<file path="config.mk">
export PLATFORM = sky130hd
export DESIGN_NAME = auto_repeat_speed_limit_stepper_unit_flat
export DESIGN_NICKNAME = d
export VERILOG_FILES = /design/src/rtl/arsl_pkg.sv /design/src/rtl/arsl_tick_if.sv /design/src/rtl/arsl_result_if.sv /design/src/rtl/arsl_repeat_filter.sv /design/src/rtl/arsl_limit_step.sv /design/src/rtl/auto_repeat_speed_limit_stepper_unit.sv /design/src/flat_wrapper.sv
export SDC_FILE = /design/constraint.sdc
export NUM_CORES = 1
export LEC_CHECK = 0
export BUFFER_PORTS_ARGS = -buffer_cell sky130_fd_sc_hd__buf_2
export CAP_MARGIN = 0
export CORE_MARGIN = 4
export CORE_UTILIZATION = 54
export CTS_CLUSTER_DIAMETER = 60
export DETAILED_ROUTE_END_ITERATION = 12
export GPL_TIMING_DRIVEN = 0
export PLACE_DENSITY = 0.71
export SLEW_MARGIN = 25
export SYNTH_ARGS = -nofsm -noshare
export SYNTH_HDL_FRONTEND = slang
export SYNTH_SLANG_ARGS = --single-unit
</file>
<file path="constraint.sdc">
create_clock -name clk -period 13.4 [get_ports clk]
set_clock_uncertainty 0.15 [all_clocks]
set_input_delay 0.67 -clock clk [delete_from_list [all_inputs] [get_ports clk]]
set_output_delay 0.67 -clock clk [all_outputs]
set_load 0.02 [all_outputs]
</file>
<file path="src/rtl/arsl_pkg.sv">
// Package for the auto-repeat speed-limit stepper.
// Holds register indexes, reset values, the repeat phase type and control structs.
// No dependencies; every other file takes names from here by scope.
package arsl_pkg;

  localparam int unsigned NUM_REGS    = 8;
  localparam int unsigned NUM_BUTTONS = 4;
  localparam int unsigned REG_W       = 16;
  localparam int unsigned IDX_W       = $clog2(NUM_REGS);
  localparam int unsigned TIME_W      = 32;

  // Register indexes
  localparam logic [IDX_W-1:0] REG_LINEAR_STEP      = 3'd0;
  localparam logic [IDX_W-1:0] REG_LINEAR_CEILING   = 3'd1;
  localparam logic [IDX_W-1:0] REG_LINEAR_START     = 3'd2;
  localparam logic [IDX_W-1:0] REG_ANGULAR_STEP     = 3'd3;
  localparam logic [IDX_W-1:0] REG_ANGULAR_CEILING  = 3'd4;
  localparam logic [IDX_W-1:0] REG_ANGULAR_START    = 3'd5;
  localparam logic [IDX_W-1:0] REG_REPEAT_DELAY_MS  = 3'd6;
  localparam logic [IDX_W-1:0] REG_REPEAT_PERIOD_MS = 3'd7;

  // Reset values, in register index order
  localparam logic [REG_W-1:0] REG_RESET [NUM_REGS] = '{
    16'd100, 16'd3000, 16'd300, 16'd500, 16'd3000, 16'd500, 16'd400, 16'd100
  };

  // Button positions in the fire mask
  localparam int unsigned BTN_LINEAR_UP    = 0;
  localparam int unsigned BTN_LINEAR_DOWN  = 1;
  localparam int unsigned BTN_ANGULAR_UP   = 2;
  localparam int unsigned BTN_ANGULAR_DOWN = 3;

  typedef enum logic [1:0] {
    PH_RELEASED = 2'd0,
    PH_FIRST    = 2'd1,
    PH_REPEAT   = 2'd2
  } phase_t;

  // Timing thresholds shared by all repeat filters
  typedef struct packed {
    logic [REG_W-1:0] delay_ms;
    logic [REG_W-1:0] period_ms;
  } repeat_cfg_t;

  // Per-axis control for the limit stepper
  typedef struct packed {
    logic en;
    logic up;
    logic down;
    logic reload;
  } limit_ctl_t;

endpackage

</file>
<file path="src/rtl/arsl_tick_if.sv">
// Channel interface for one control tick beat.
// Depends on arsl_pkg for the time width.
interface arsl_tick_if;
  logic                          valid;
  logic                          ready;
  logic [arsl_pkg::TIME_W-1:0]   now_ms;
  logic                          active;
  logic                          linear_up;
  logic                          linear_down;
  logic                          angular_up;
  logic                          angular_down;

  modport source (
    output valid, now_ms, active, linear_up, linear_down, angular_up, angular_down,
    input  ready
  );
  modport sink (
    input  valid, now_ms, active, linear_up, linear_down, angular_up, angular_down,
    output ready
  );
endinterface

</file>
<file path="src/rtl/arsl_result_if.sv">
// Channel interface for one result beat: both limits and the fire mask.
// Depends on arsl_pkg for widths.
interface arsl_result_if;
  logic                              valid;
  logic                              ready;
  logic [arsl_pkg::REG_W-1:0]        linear_cap;
  logic [arsl_pkg::REG_W-1:0]        angular_cap;
  logic [arsl_pkg::NUM_BUTTONS-1:0]  fired_mask;

  modport source (
    output valid, linear_cap, angular_cap, fired_mask,
    input  ready
  );
  modport sink (
    input  valid, linear_cap, angular_cap, fired_mask,
    output ready
  );
endinterface

</file>
<file path="src/rtl/arsl_repeat_filter.sv">
// Typematic repeat filter for one button: phase state and last firing time.
// Depends on arsl_pkg (phase_t, repeat_cfg_t, widths).
module arsl_repeat_filter (
  input  logic                         clk,
  input  logic                         rst,
  input  logic                         en,
  input  logic                         pressed,
  input  logic [arsl_pkg::TIME_W-1:0]  now_ms,
  input  arsl_pkg::repeat_cfg_t        timing,
  output logic                         fire
);

  arsl_pkg::phase_t                phase;
  arsl_pkg::phase_t                phase_next;
  logic [arsl_pkg::TIME_W-1:0]     press_time;
  logic [arsl_pkg::TIME_W-1:0]     elapsed;
  logic [arsl_pkg::REG_W-1:0]      threshold;
  logic                            expired;

  // Elapsed time wraps modulo 2^32; equal to the threshold does not fire
  assign elapsed   = now_ms - press_time;
  assign threshold = (phase == arsl_pkg::PH_FIRST) ? timing.delay_ms : timing.period_ms;
  assign expired   = elapsed > {{(arsl_pkg::TIME_W-arsl_pkg::REG_W){1'b0}}, threshold};

  // Fire on a fresh press or once the hold time has run out
  always_comb begin
    fire = 1'b0;
    if (pressed) begin
      unique case (phase)
        arsl_pkg::PH_RELEASED: fire = 1'b1;
        arsl_pkg::PH_FIRST:    fire = expired;
        arsl_pkg::PH_REPEAT:   fire = expired;
        default:               fire = expired;
      endcase
    end
  end

  // Advance phase: release drops back, each firing moves forward
  always_comb begin
    phase_next = phase;
    if (!pressed) begin
      phase_next = arsl_pkg::PH_RELEASED;
    end else if (fire) begin
      unique case (phase)
        arsl_pkg::PH_RELEASED: phase_next = arsl_pkg::PH_FIRST;
        arsl_pkg::PH_FIRST:    phase_next = arsl_pkg::PH_REPEAT;
        arsl_pkg::PH_REPEAT:   phase_next = arsl_pkg::PH_REPEAT;
        default:               phase_next = arsl_pkg::PH_REPEAT;
      endcase
    end
  end

  // Hold state unless a tick is taken while active
  always_ff @(posedge clk) begin
    if (rst) begin
      phase      <= arsl_pkg::PH_RELEASED;
      press_time <= '0;
    end else if (en) begin
      phase <= phase_next;
      if (fire) begin
        press_time <= now_ms;
      end
    end
  end

endmodule

</file>
<file path="src/rtl/arsl_limit_step.sv">
// Speed limit register for one axis: step up/down and clamp to 0..ceiling.
// Depends on arsl_pkg (limit_ctl_t, widths).
module arsl_limit_step (
  input  logic                        clk,
  input  logic                        rst,
  input  arsl_pkg::limit_ctl_t        ctl,
  input  logic [arsl_pkg::REG_W-1:0]  step,
  input  logic [arsl_pkg::REG_W-1:0]  ceiling,
  input  logic [arsl_pkg::REG_W-1:0]  start,
  input  logic [arsl_pkg::REG_W-1:0]  init_value,
  output logic [arsl_pkg::REG_W-1:0]  limit_next
);

  localparam int unsigned SUM_W = arsl_pkg::REG_W + 2;

  logic        [arsl_pkg::REG_W-1:0] limit;
  logic signed [SUM_W-1:0]           up_term;
  logic signed [SUM_W-1:0]           down_term;
  logic signed [SUM_W-1:0]           sum;
  logic signed [SUM_W-1:0]           ceil_s;
  logic        [arsl_pkg::REG_W-1:0] clamped;

  // Add, subtract, then clamp once
  assign up_term   = ctl.up   ? signed'({2'b00, step}) : '0;
  assign down_term = ctl.down ? signed'({2'b00, step}) : '0;
  assign sum       = signed'({2'b00, limit}) + up_term - down_term;
  assign ceil_s    = signed'({2'b00, ceiling});

  always_comb begin
    priority if (sum <= 0) begin
      clamped = '0;
    end else if (sum >= ceil_s) begin
      clamped = ceiling;
    end else begin
      clamped = sum[arsl_pkg::REG_W-1:0];
    end
  end

  assign limit_next = ctl.en ? clamped : limit;

  // Reload on any register write, otherwise step on an active tick
  always_ff @(posedge clk) begin
    if (rst) begin
      limit <= init_value;
    end else if (ctl.reload) begin
      limit <= start;
    end else if (ctl.en) begin
      limit <= clamped;
    end
  end

endmodule

</file>
<file path="src/rtl/auto_repeat_speed_limit_stepper_unit.sv">
// Top level of the auto-repeat speed-limit stepper: registers, tick stage, result stage.
// Depends on arsl_pkg, arsl_tick_if, arsl_result_if, arsl_repeat_filter, arsl_limit_step.
//
//   channel  | dir | beat contents
//   ---------+-----+------------------------------------------------------------
//   tick     | in  | now_ms, active, linear_up/down, angular_up/down
//   result   | out | linear_cap, angular_cap, fired_mask
//   cfg      | in  | cfg_we, cfg_index, cfg_data (write only)
//
// One tick accepted per cycle while tick.ready is high; its result passes the
// tick register, then the result register, before it is offered.
// Filter and limit state update as the tick leaves the tick register, so ticks
// follow each other with no gap. A stalled result register holds both stages;
// tick.ready drops only while both stages are full and the result is not taken.
// Reset (synchronous) restores register defaults and reloads both limits.
module auto_repeat_speed_limit_stepper_unit (
  input  logic                              clk,
  input  logic                              rst,
  input  logic                              cfg_we,
  input  logic [arsl_pkg::IDX_W-1:0]        cfg_index,
  input  logic [arsl_pkg::REG_W-1:0]        cfg_data,
  arsl_tick_if.sink                         tick,
  arsl_result_if.source                     result
);

  logic [arsl_pkg::REG_W-1:0]        cfg_regs [arsl_pkg::NUM_REGS];
  logic [arsl_pkg::REG_W-1:0]        linear_start;
  logic [arsl_pkg::REG_W-1:0]        angular_start;
  arsl_pkg::repeat_cfg_t             timing;

  logic                              s1_valid;
  logic [arsl_pkg::TIME_W-1:0]       s1_now_ms;
  logic                              s1_active;
  logic [arsl_pkg::NUM_BUTTONS-1:0]  s1_buttons;
  logic                              advance;
  logic                              step_en;
  logic [arsl_pkg::NUM_BUTTONS-1:0]  fire;
  logic [arsl_pkg::NUM_BUTTONS-1:0]  fired;

  arsl_pkg::limit_ctl_t              lin_ctl;
  arsl_pkg::limit_ctl_t              ang_ctl;
  logic [arsl_pkg::REG_W-1:0]        lin_next;
  logic [arsl_pkg::REG_W-1:0]        ang_next;

  logic                              out_valid;
  logic [arsl_pkg::REG_W-1:0]        out_linear;
  logic [arsl_pkg::REG_W-1:0]        out_angular;
  logic [arsl_pkg::NUM_BUTTONS-1:0]  out_fired;

  // Configuration registers
  always_ff @(posedge clk) begin
    if (rst) begin
      for (int i = 0; i < arsl_pkg::NUM_REGS; i++) begin
        cfg_regs[i] <= arsl_pkg::REG_RESET[i];
      end
    end else if (cfg_we) begin
      cfg_regs[cfg_index] <= cfg_data;
    end
  end

  // Reload sees a start value written in the same beat
  assign linear_start  = (cfg_we && cfg_index == arsl_pkg::REG_LINEAR_START)
                         ? cfg_data : cfg_regs[arsl_pkg::REG_LINEAR_START];
  assign angular_start = (cfg_we && cfg_index == arsl_pkg::REG_ANGULAR_START)
                         ? cfg_data : cfg_regs[arsl_pkg::REG_ANGULAR_START];
  assign timing.delay_ms  = cfg_regs[arsl_pkg::REG_REPEAT_DELAY_MS];
  assign timing.period_ms = cfg_regs[arsl_pkg::REG_REPEAT_PERIOD_MS];

  // Handshake: move the tick stage on when the result stage is free
  assign advance    = s1_valid && (!out_valid || result.ready);
  assign tick.ready = !s1_valid || advance;
  assign step_en    = advance && s1_active;

  // Tick register
  always_ff @(posedge clk) begin
    if (rst) begin
      s1_valid <= 1'b0;
    end else if (tick.valid && tick.ready) begin
      s1_valid <= 1'b1;
    end else if (advance) begin
      s1_valid <= 1'b0;
    end
  end

  always_ff @(posedge clk) begin
    if (tick.valid && tick.ready) begin
      s1_now_ms  <= tick.now_ms;
      s1_active  <= tick.active;
      s1_buttons <= {tick.angular_down, tick.angular_up, tick.linear_down, tick.linear_up};
    end
  end

  // One repeat filter per button
  for (genvar b = 0; b < arsl_pkg::NUM_BUTTONS; b++) begin : g_btn
    arsl_repeat_filter u_filter (
      .clk     (clk),
      .rst     (rst),
      .en      (step_en),
      .pressed (s1_buttons[b]),
      .now_ms  (s1_now_ms),
      .timing  (timing),
      .fire    (fire[b])
    );
  end

  assign fired = s1_active ? fire : '0;

  // Per-axis limit steppers
  assign lin_ctl.en     = step_en;
  assign lin_ctl.up     = fire[arsl_pkg::BTN_LINEAR_UP];
  assign lin_ctl.down   = fire[arsl_pkg::BTN_LINEAR_DOWN];
  assign lin_ctl.reload = cfg_we;
  assign ang_ctl.en     = step_en;
  assign ang_ctl.up     = fire[arsl_pkg::BTN_ANGULAR_UP];
  assign ang_ctl.down   = fire[arsl_pkg::BTN_ANGULAR_DOWN];
  assign ang_ctl.reload = cfg_we;

  arsl_limit_step u_linear (
    .clk        (clk),
    .rst        (rst),
    .ctl        (lin_ctl),
    .step       (cfg_regs[arsl_pkg::REG_LINEAR_STEP]),
    .ceiling    (cfg_regs[arsl_pkg::REG_LINEAR_CEILING]),
    .start      (linear_start),
    .init_value (arsl_pkg::REG_RESET[arsl_pkg::REG_LINEAR_START]),
    .limit_next (lin_next)
  );

  arsl_limit_step u_angular (
    .clk        (clk),
    .rst        (rst),
    .ctl        (ang_ctl),
    .step       (cfg_regs[arsl_pkg::REG_ANGULAR_STEP]),
    .ceiling    (cfg_regs[arsl_pkg::REG_ANGULAR_CEILING]),
    .start      (angular_start),
    .init_value (arsl_pkg::REG_RESET[arsl_pkg::REG_ANGULAR_START]),
    .limit_next (ang_next)
  );

  // Result register
  always_ff @(posedge clk) begin
    if (rst) begin
      out_valid <= 1'b0;
    end else if (advance) begin
      out_valid <= 1'b1;
    end else if (result.ready) begin
      out_valid <= 1'b0;
    end
  end

  always_ff @(posedge clk) begin
    if (advance) begin
      out_linear  <= lin_next;
      out_angular <= ang_next;
      out_fired   <= fired;
    end
  end

  assign result.valid       = out_valid;
  assign result.linear_cap  = out_linear;
  assign result.angular_cap = out_angular;
  assign result.fired_mask  = out_fired;

endmodule

</file>
<file path="src/flat_wrapper.sv">
// flat-port wrapper written by rule: the top's interface ports become plain ports
module auto_repeat_speed_limit_stepper_unit_flat 
  (clk, rst, cfg_we, cfg_index, cfg_data, tick_valid, tick_now_ms, tick_active, tick_linear_up, tick_linear_down, tick_angular_up, tick_angular_down, tick_ready, result_valid, result_linear_cap, result_angular_cap, result_fired_mask, result_ready);
  arsl_tick_if tick_i ();
  arsl_result_if result_i ();
  input  logic clk;
  input  logic rst;
  input  logic cfg_we;
  input  logic [arsl_pkg::IDX_W-1:0] cfg_index;
  input  logic [arsl_pkg::REG_W-1:0] cfg_data;
  input wire logic [$bits(tick_i.valid)-1:0] tick_valid;
  input wire logic [$bits(tick_i.now_ms)-1:0] tick_now_ms;
  input wire logic [$bits(tick_i.active)-1:0] tick_active;
  input wire logic [$bits(tick_i.linear_up)-1:0] tick_linear_up;
  input wire logic [$bits(tick_i.linear_down)-1:0] tick_linear_down;
  input wire logic [$bits(tick_i.angular_up)-1:0] tick_angular_up;
  input wire logic [$bits(tick_i.angular_down)-1:0] tick_angular_down;
  output wire logic [$bits(tick_i.ready)-1:0] tick_ready;
  output wire logic [$bits(result_i.valid)-1:0] result_valid;
  output wire logic [$bits(result_i.linear_cap)-1:0] result_linear_cap;
  output wire logic [$bits(result_i.angular_cap)-1:0] result_angular_cap;
  output wire logic [$bits(result_i.fired_mask)-1:0] result_fired_mask;
  input wire logic [$bits(result_i.ready)-1:0] result_ready;
  assign tick_i.valid = tick_valid;
  assign tick_i.now_ms = tick_now_ms;
  assign tick_i.active = tick_active;
  assign tick_i.linear_up = tick_linear_up;
  assign tick_i.linear_down = tick_linear_down;
  assign tick_i.angular_up = tick_angular_up;
  assign tick_i.angular_down = tick_angular_down;
  assign tick_ready = tick_i.ready;
  assign result_valid = result_i.valid;
  assign result_linear_cap = result_i.linear_cap;
  assign result_angular_cap = result_i.angular_cap;
  assign result_fired_mask = result_i.fired_mask;
  assign result_i.ready = result_ready;
  auto_repeat_speed_limit_stepper_unit u_core (.clk(clk), .rst(rst), .cfg_we(cfg_we), .cfg_index(cfg_index), .cfg_data(cfg_data), .tick(tick_i), .result(result_i));
endmodule
</file>
# ---- After elaboration in Yosys (flattened, before gate mapping)
# Memory sizes are Yosys's and may differ from the RTL's.
# Cells that the tools add are included.
# Widths: inputs -> output; s select.
dict set report word_totals {
  out_inout_bits 38
  regBits 243
  input_bits 61
  mem_count 1
  elab_cells 119
  mem_bits_rw 128
}
dict set report classes {
  magnitude_cmp 8
  add_sub_neg 8
  muxes 50
  reduce_logical 24
  n_eq_ne 10
}
# name words word_bits rd rd_ports_with_merged_regs wr line
set mem_list {}
lappend mem_list {u_core.cfg_regs 8 16 8 0 8 auto_repeat_speed_limit_stepper_unit.sv:26} ;# logic [arsl_pkg::REG_W-1:0] cfg_regs [arsl_pkg::NUM_REGS];
# cell n
set ops {}
lappend ops {{$mux 16} 19}
lappend ops {{$gt 32x16->1} 4}
lappend ops {{$sub 32x32->32} 4}
lappend ops {{$add 17x18->18} 2}
lappend ops {{$ge 18x17->1} 2}
lappend ops {{$le 18x1->1 const B} 2}
lappend ops {{$sub 18x17->18} 2}
lappend ops {{$mux 2} 12}
lappend ops {{$mux 1} 18}
lappend ops {{$reduce_and 2->1} 8}
lappend ops {{$reduce_or 16->1} 1}
lappend ops {{$eq 2x1->1 const B} 4}
lappend ops {{$logic_not 2->1} 4}
lappend ops {{$ne 2x2->1 const B} 4}
lappend ops {{$logic_and 1x1->1} 5}
lappend ops {{$reduce_bool 2->1} 2}
lappend ops {{$eq 3x2->1 const B} 1}
lappend ops {{$eq 3x3->1 const B} 1}
lappend ops {{$mux 3} 1}
lappend ops {{$logic_not 1->1} 2}
lappend ops {{$logic_or 1x1->1} 2}

# ---- Longest topological paths before layout
dict set report logic_depth {
  depth_word 13
  mapped_depth 46
  mapped_depth_nobuf 44
}

# ---- Hierarchy
# A second synthesis with hierarchy kept.
dict set report unflattened {
  hier_cells 3719
  area_unflattened_um2 32122.1
}
# mod instances seq_area_each_um2 area_per_inst_um2 cells_per_inst
set modules_own_cells {}
lappend modules_own_cells {{arsl_repeat_filter (u_core.g_btn[0].u_filter ...)} 3 680.7 4626.9 629}
lappend modules_own_cells {auto_repeat_speed_limit_stepper_unit 1 6075.8 7714.9 465}
lappend modules_own_cells {{arsl_repeat_filter (u_core.g_btn[3].u_filter)} 1 680.7 4292.9 551}
lappend modules_own_cells {{arsl_limit_step (u_core.u_angular)} 1 320.3 3243.1 445}
lappend modules_own_cells {{arsl_limit_step (u_core.u_linear)} 1 320.3 2990.4 371}

# ---- Least setup slack after synthesis
# OpenSTA, ideal clock, no wires.
dict set report synth_timing {
  path_kind {flip-flop to flip-flop}
  from {reg u_core.s1_now_ms[1] (netlist name)}
  to {reg u_core.u_linear.limit[10] (netlist name)}
  arrival_ps 9129
  setup_time_ps 142
  stages_incl_launch_ff 42
  slack_ps 3979
  required_ps 13108
  cell_sequence {edfxtp_1 -> inv_1 -> fa_1 -> nor2b_1 -> o31a_1 -> o21a_1 -> o21a_1 -> o21ai_0 -> nand2b_1 -> a21oi_1 -> o21bai_1 -> xor2_1 -> ha_1 -> and4_1 -> a221oi_1 -> o211ai_1 -> a2111oi_0 -> nand4_1 -> [6 not listed] -> ha_1 -> a211oi_1 -> o21ai_0 -> a211oi_1 -> nor2_1 -> xnor2_1 -> ha_1 -> a21o_1 -> a211oi_1 -> o211ai_1 -> a2111oi_0 -> o211ai_1 -> nand2_1 -> clkbuf_1 -> mux2i_1 -> o22ai_1 -> nor2_1 -> a311oi_1}
}
dict set report synth_via {
  elab_chain_len 12
  word_cells_on_any_way 18
  classes_between {4 x add/sub; 4 x order compare; 10 x mux}
}
# item line
set synth_rtl {}
lappend synth_rtl {{start, declared} auto_repeat_speed_limit_stepper_unit.sv:32} ;# logic [arsl_pkg::TIME_W-1:0] s1_now_ms;
lappend synth_rtl {{start signal, assigned} auto_repeat_speed_limit_stepper_unit.sv:87} ;# s1_now_ms <= tick.now_ms;
lappend synth_rtl {{$sub 32x32->32} arsl_repeat_filter.sv:21} ;# assign elapsed = now_ms - press_time;
lappend synth_rtl {{$gt 32x16->1} arsl_repeat_filter.sv:23} ;# assign expired = elapsed > {{(arsl_pkg::TIME_W-arsl_pkg::REG_W){1'b0}}, threshold};
lappend synth_rtl {{$mux 1} arsl_repeat_filter.sv:29} ;# unique case (phase)
lappend synth_rtl {{$mux 1} arsl_repeat_filter.sv:28} ;# if (pressed) begin
lappend synth_rtl {{$mux 16} arsl_limit_step.sv:24} ;# assign up_term = ctl.up ? signed'({2'b00, step}) : '0;
lappend synth_rtl {{$add 17x18->18} arsl_limit_step.sv:26} ;# assign sum = signed'({2'b00, limit}) + up_term - down_term;
lappend synth_rtl {{$sub 18x17->18 *} arsl_limit_step.sv:26}
lappend synth_rtl {{$ge 18x17->1} arsl_limit_step.sv:32} ;# end else if (sum >= ceil_s) begin
lappend synth_rtl {{$mux 16} arsl_limit_step.sv:32}
lappend synth_rtl {{$mux 16 *} arsl_limit_step.sv:30} ;# priority if (sum <= 0) begin
lappend synth_rtl {{$mux 16 *} arsl_limit_step.sv:47} ;# end else if (ctl.en) begin
lappend synth_rtl {{named net u_core.lin_next, one bit} auto_repeat_speed_limit_stepper_unit.sv:42} ;# logic [arsl_pkg::REG_W-1:0] lin_next;
lappend synth_rtl {{$mux 16 *} arsl_limit_step.sv:45} ;# end else if (ctl.reload) begin
lappend synth_rtl {{end signal, assigned} arsl_limit_step.sv:44} ;# limit <= init_value;
lappend synth_rtl {{end signal, assigned} arsl_limit_step.sv:46} ;# limit <= start;
lappend synth_rtl {{end signal, assigned} arsl_limit_step.sv:48} ;# limit <= clamped;
lappend synth_rtl {{end, declared} arsl_limit_step.sv:16} ;# logic [arsl_pkg::REG_W-1:0] limit;
# The timed path passes the listed nets; every way through them passes the cells marked *.
# A chain may end at the register's enable or synchronous reset.

# ---- Worst setup path after layout
# Same ends and word-level chain as after synthesis.

==> results by group <==
Status
  – Status: complete, no violations

Synthesis
  – Synth Instances: 3254
  – Synth Cell Area: 28400 um2
  – Synthesized net count: 3605
  – FF+latch count, synth: 371
  – Sequential area share after synthesis: 0.3323
  – Asr flop ratio synth: 0
  – Syn avg cell area: 8.729 um2
  – Synth cell types: 80
  – Top FF cell, synth: edfxtp_1
  – Post-synth EDFFs: 201
  – YS warnings: 0

Placed design
  – IO Port Bufs: 94
  – Dpl ws: 1.039 ns
  – HPWL Detailed: 73750 um
  – Final GP Congestion: 0.9987

Routing
  – Routed vias: 25830
  – Post-route ant nets: 0
  – Vias per inst: 6.279
  – DRT iter0 DRCs: 2356
  – DRT Wirelength: 93870 um
  – 1st-pass router iterations: 6
  – Residual DRC count: 0
  – Avg WL per Cell: 22.82 um

Global route
  – Total GRT Usage: 0.3227
  – Vias in the first global route: 25050
  – First-pass GRT wire length: 143400 um
  – Pin count of the biggest net entering global routing: 38
  – Initial antenna violation count: 4
  – Total gr overflow: 0

Setup path
  – CP endpoint kind: flip-flop
  – Worst setup SP type: flip-flop
  – CP required: 13.76 ns
  – Worst EP arrival: 13.03 ns
  – Slowest cell on the critical path: o31ai_1
  – CP startpoint: u_core.s1_now_ms[1]$_DFFE_PP_
  – Reg2Reg Launch Point: u_core.s1_now_ms[1]$_DFFE_PP_
  – Reg-to-reg slack, setup: 0.73 ns
  – CP peak stage delay: 0.79 ns
  – WS Path Type: reg2reg
  – Crit path max fanout: 10

Min path
  – Worst hold start: tick_now_ms[31]
  – Worst hold path type: in2reg

Clock tree
  – Clock tree buffer depth: 3
  – Post-CTS sizing: 0
  – TritonCTS clock tree: built
  – H-Tree Depth: 2
  – Clock Latency Late Sink: 0.61 ns
  – Hold-fix buffers, CTS: 0
  – Post-CTS Setup Inserts: 0
  – TritonCTS buffer count: 46
  – Clock Sinks: 371
  – Clock root cell: clkbuf_16
  – Clk slew on worst S/H paths: 0.06 ns

STA
  – Relative slew slack: 0.2785
  – Setup TNS: 0 ns
  – Endpoints failing setup: 0
  – Final WS setup: 0.7271 ns
  – FMAX: 0.07891 GHz
  – RSZ-0062 raised after global routing: false
  – Pins over their slew limit: 0
  – Worst-margin pin slew: 1.082 ns
  – Fin crit share: 0.9457
  – Final hold violation count: 0
  – Min Clock Period, post-route: 12.67 ns

Final layout
  – Fill count: 4591
  – Final nets: 3750
  – Share of post-route cells with drive strength above 1: 0.06904
  – Syn-to-layout area delta: 10.22%

Floorplan
  – Initial Utilization: 0.5492
  – Die Ht: 237.4 um
  – # IOs: 99
  – Core Region: 51720 um2
  – Overall die width: 237.4 um
  – Die ar.: 56340 um2
  – Row count: 83

Power
  – Peak supply drop: 0.1105 mV
  – Pleak: 12.88 nW
  – Total Power: 0.003808 W
  – Pwr dens: 121.6 nW/um2

Flow run
  – Max Cap Viol: 0
==> state kept, by name, summed over array words and instances, names as in the netlist, 4 cells and up <==
register,flops
u_core.g_btn.u_filter.phase,8
u_core.s1_now_ms,32
u_core.result.fired_mask,4
u_core.g_btn.u_filter.press_time,128
u_core.result.angular_cap,16
u_core.s1_buttons,4
u_core.result.linear_cap,16
u_core.u_linear.limit,16
u_core.u_angular.limit,16
u_core.cfg_regs,128
==> synth_stat cells, drive strengths merged (57+ instances only) <==
cell | number | area share
nand2 | 313 | 0.041
inv | 277 | 0.037
ha | 254 | 0.11
nor2 | 227 | 0.030
edfxtp | 201 | 0.21
a21oi | 193 | 0.034
o21ai | 182 | 0.032
mux2i | 174 | 0.061
dfxtp | 170 | 0.12
clkbuf | 128 | 0.017
and2 | 122 | 0.027
nand3 | 89 | 0.016
a21o | 58 | 0.015
xnor2 | 58 | 0.018
nand2b | 57 | 0.013
==> kinds of logic after synthesis <==
logic type / after synthesis / synth area share
adders and majority gates: 290 / 0.1373
buffers and inverters: 435 / 0.06004
AOI/OAI and AO/OA: 830 / 0.1954
xor gates and xnor gates: 93 / 0.02868
DFF: 371 / 0.3323
and+or+nand+nor: 1050 / 0.1806
muxes: 185 / 0.06568
==> area by class of cell <==
cell class / instances / area [um2] / area share
buffer: 157 / 661.9 / 0.02114
multi-input combinational: 2448 / 17290 / 0.5524
inverter: 278 / 1044 / 0.03333
clock buffer: 65 / 1292 / 0.04128
clock inverter: 17 / 215.2 / 0.006874
sequential: 371 / 9439 / 0.3015
antenna: 1 / 2.502 / 0.00007993
timing repair buffer: 97 / 509.2 / 0.01627
tap: 680 / 850.8 / 0.02717
==> power breakdown <==
part	leakage, nW	switching, W	internal, W
clock	0.739	0.000524	0.000722
sequential	3.33	0.0000538	0.00126
combinational	8.81	0.000788	0.000457
==> path summary, 6_finish.rpt <==
path / to / cells after the start
max: u_core.u_linear.limit[10]$_SDFF_PP0_ / 38
min: u_core.s1_now_ms[31]$_DFFE_PP_ / 1
max reg2reg: u_core.u_linear.limit[10]$_SDFF_PP0_ / 38
min reg2reg: u_core.g_btn[3].u_filter.press_time[12]$_SDFFE_PP0P_ / 2
==> layout by cell type, fill, tap and decap left out, drive strengths merged, types with 34 or more instances in the layout <==
master	instances
edfxtp	201
a21oi	193
clkbuf	193
xor2	35
nand2b	57
o21ai	182
and2	122
and3	50
a21o	58
buf	126
inv	287
a32oi	34
nand3	89
fa	36
xnor2	58
mux2i	174
nand2	313
nor2	227
o21a	38
nand4	51
ha	254
o311ai	36
nor3	38
dfxtp	170
==> layer usage <==
layer  track usage  vias up  share of wire
li1              -    12120              -
met1        0.4022    12370           0.40
met2        0.5413     1064           0.47
met3       0.04084      281          0.066
met4        0.1860        2          0.069
met5             0        -        0.00011
==> critical path, delay by kind of cell (launching register included) <==
kind / cells / cell delay (ns)
AOI/OAI and AO/OA: 17 / 5.94
xor gates and xnor gates: 2 / 0.52
adders and majority gates: 5 / 1.86
buffers and inverters: 1 / 0.47
DFF: 1 / 0.61
muxes: 1 / 0.15
and+or+nand+nor: 12 / 2.84
==> stage by stage <==
step | utilization | instances | hold WS (ns) | cell area, um2
2_1_floorplan | - | 3254 | 0.2826 | 28400
3_3_place_gp | 0.5748 | 4028 | 0.2944 | 29730
3_5_place_dp | 0.5760 | 4031 | 0.2966 | 29790
4_1_cts | 0.6052 | 4113 | 0.06855 | 31300
5_1_grt | 0.6053 | 4113 | 0.08668 | 31310
6_report | 0.6054 | 4114 | 0.09161 | 31310
Power figures use the tool's default switching activity.
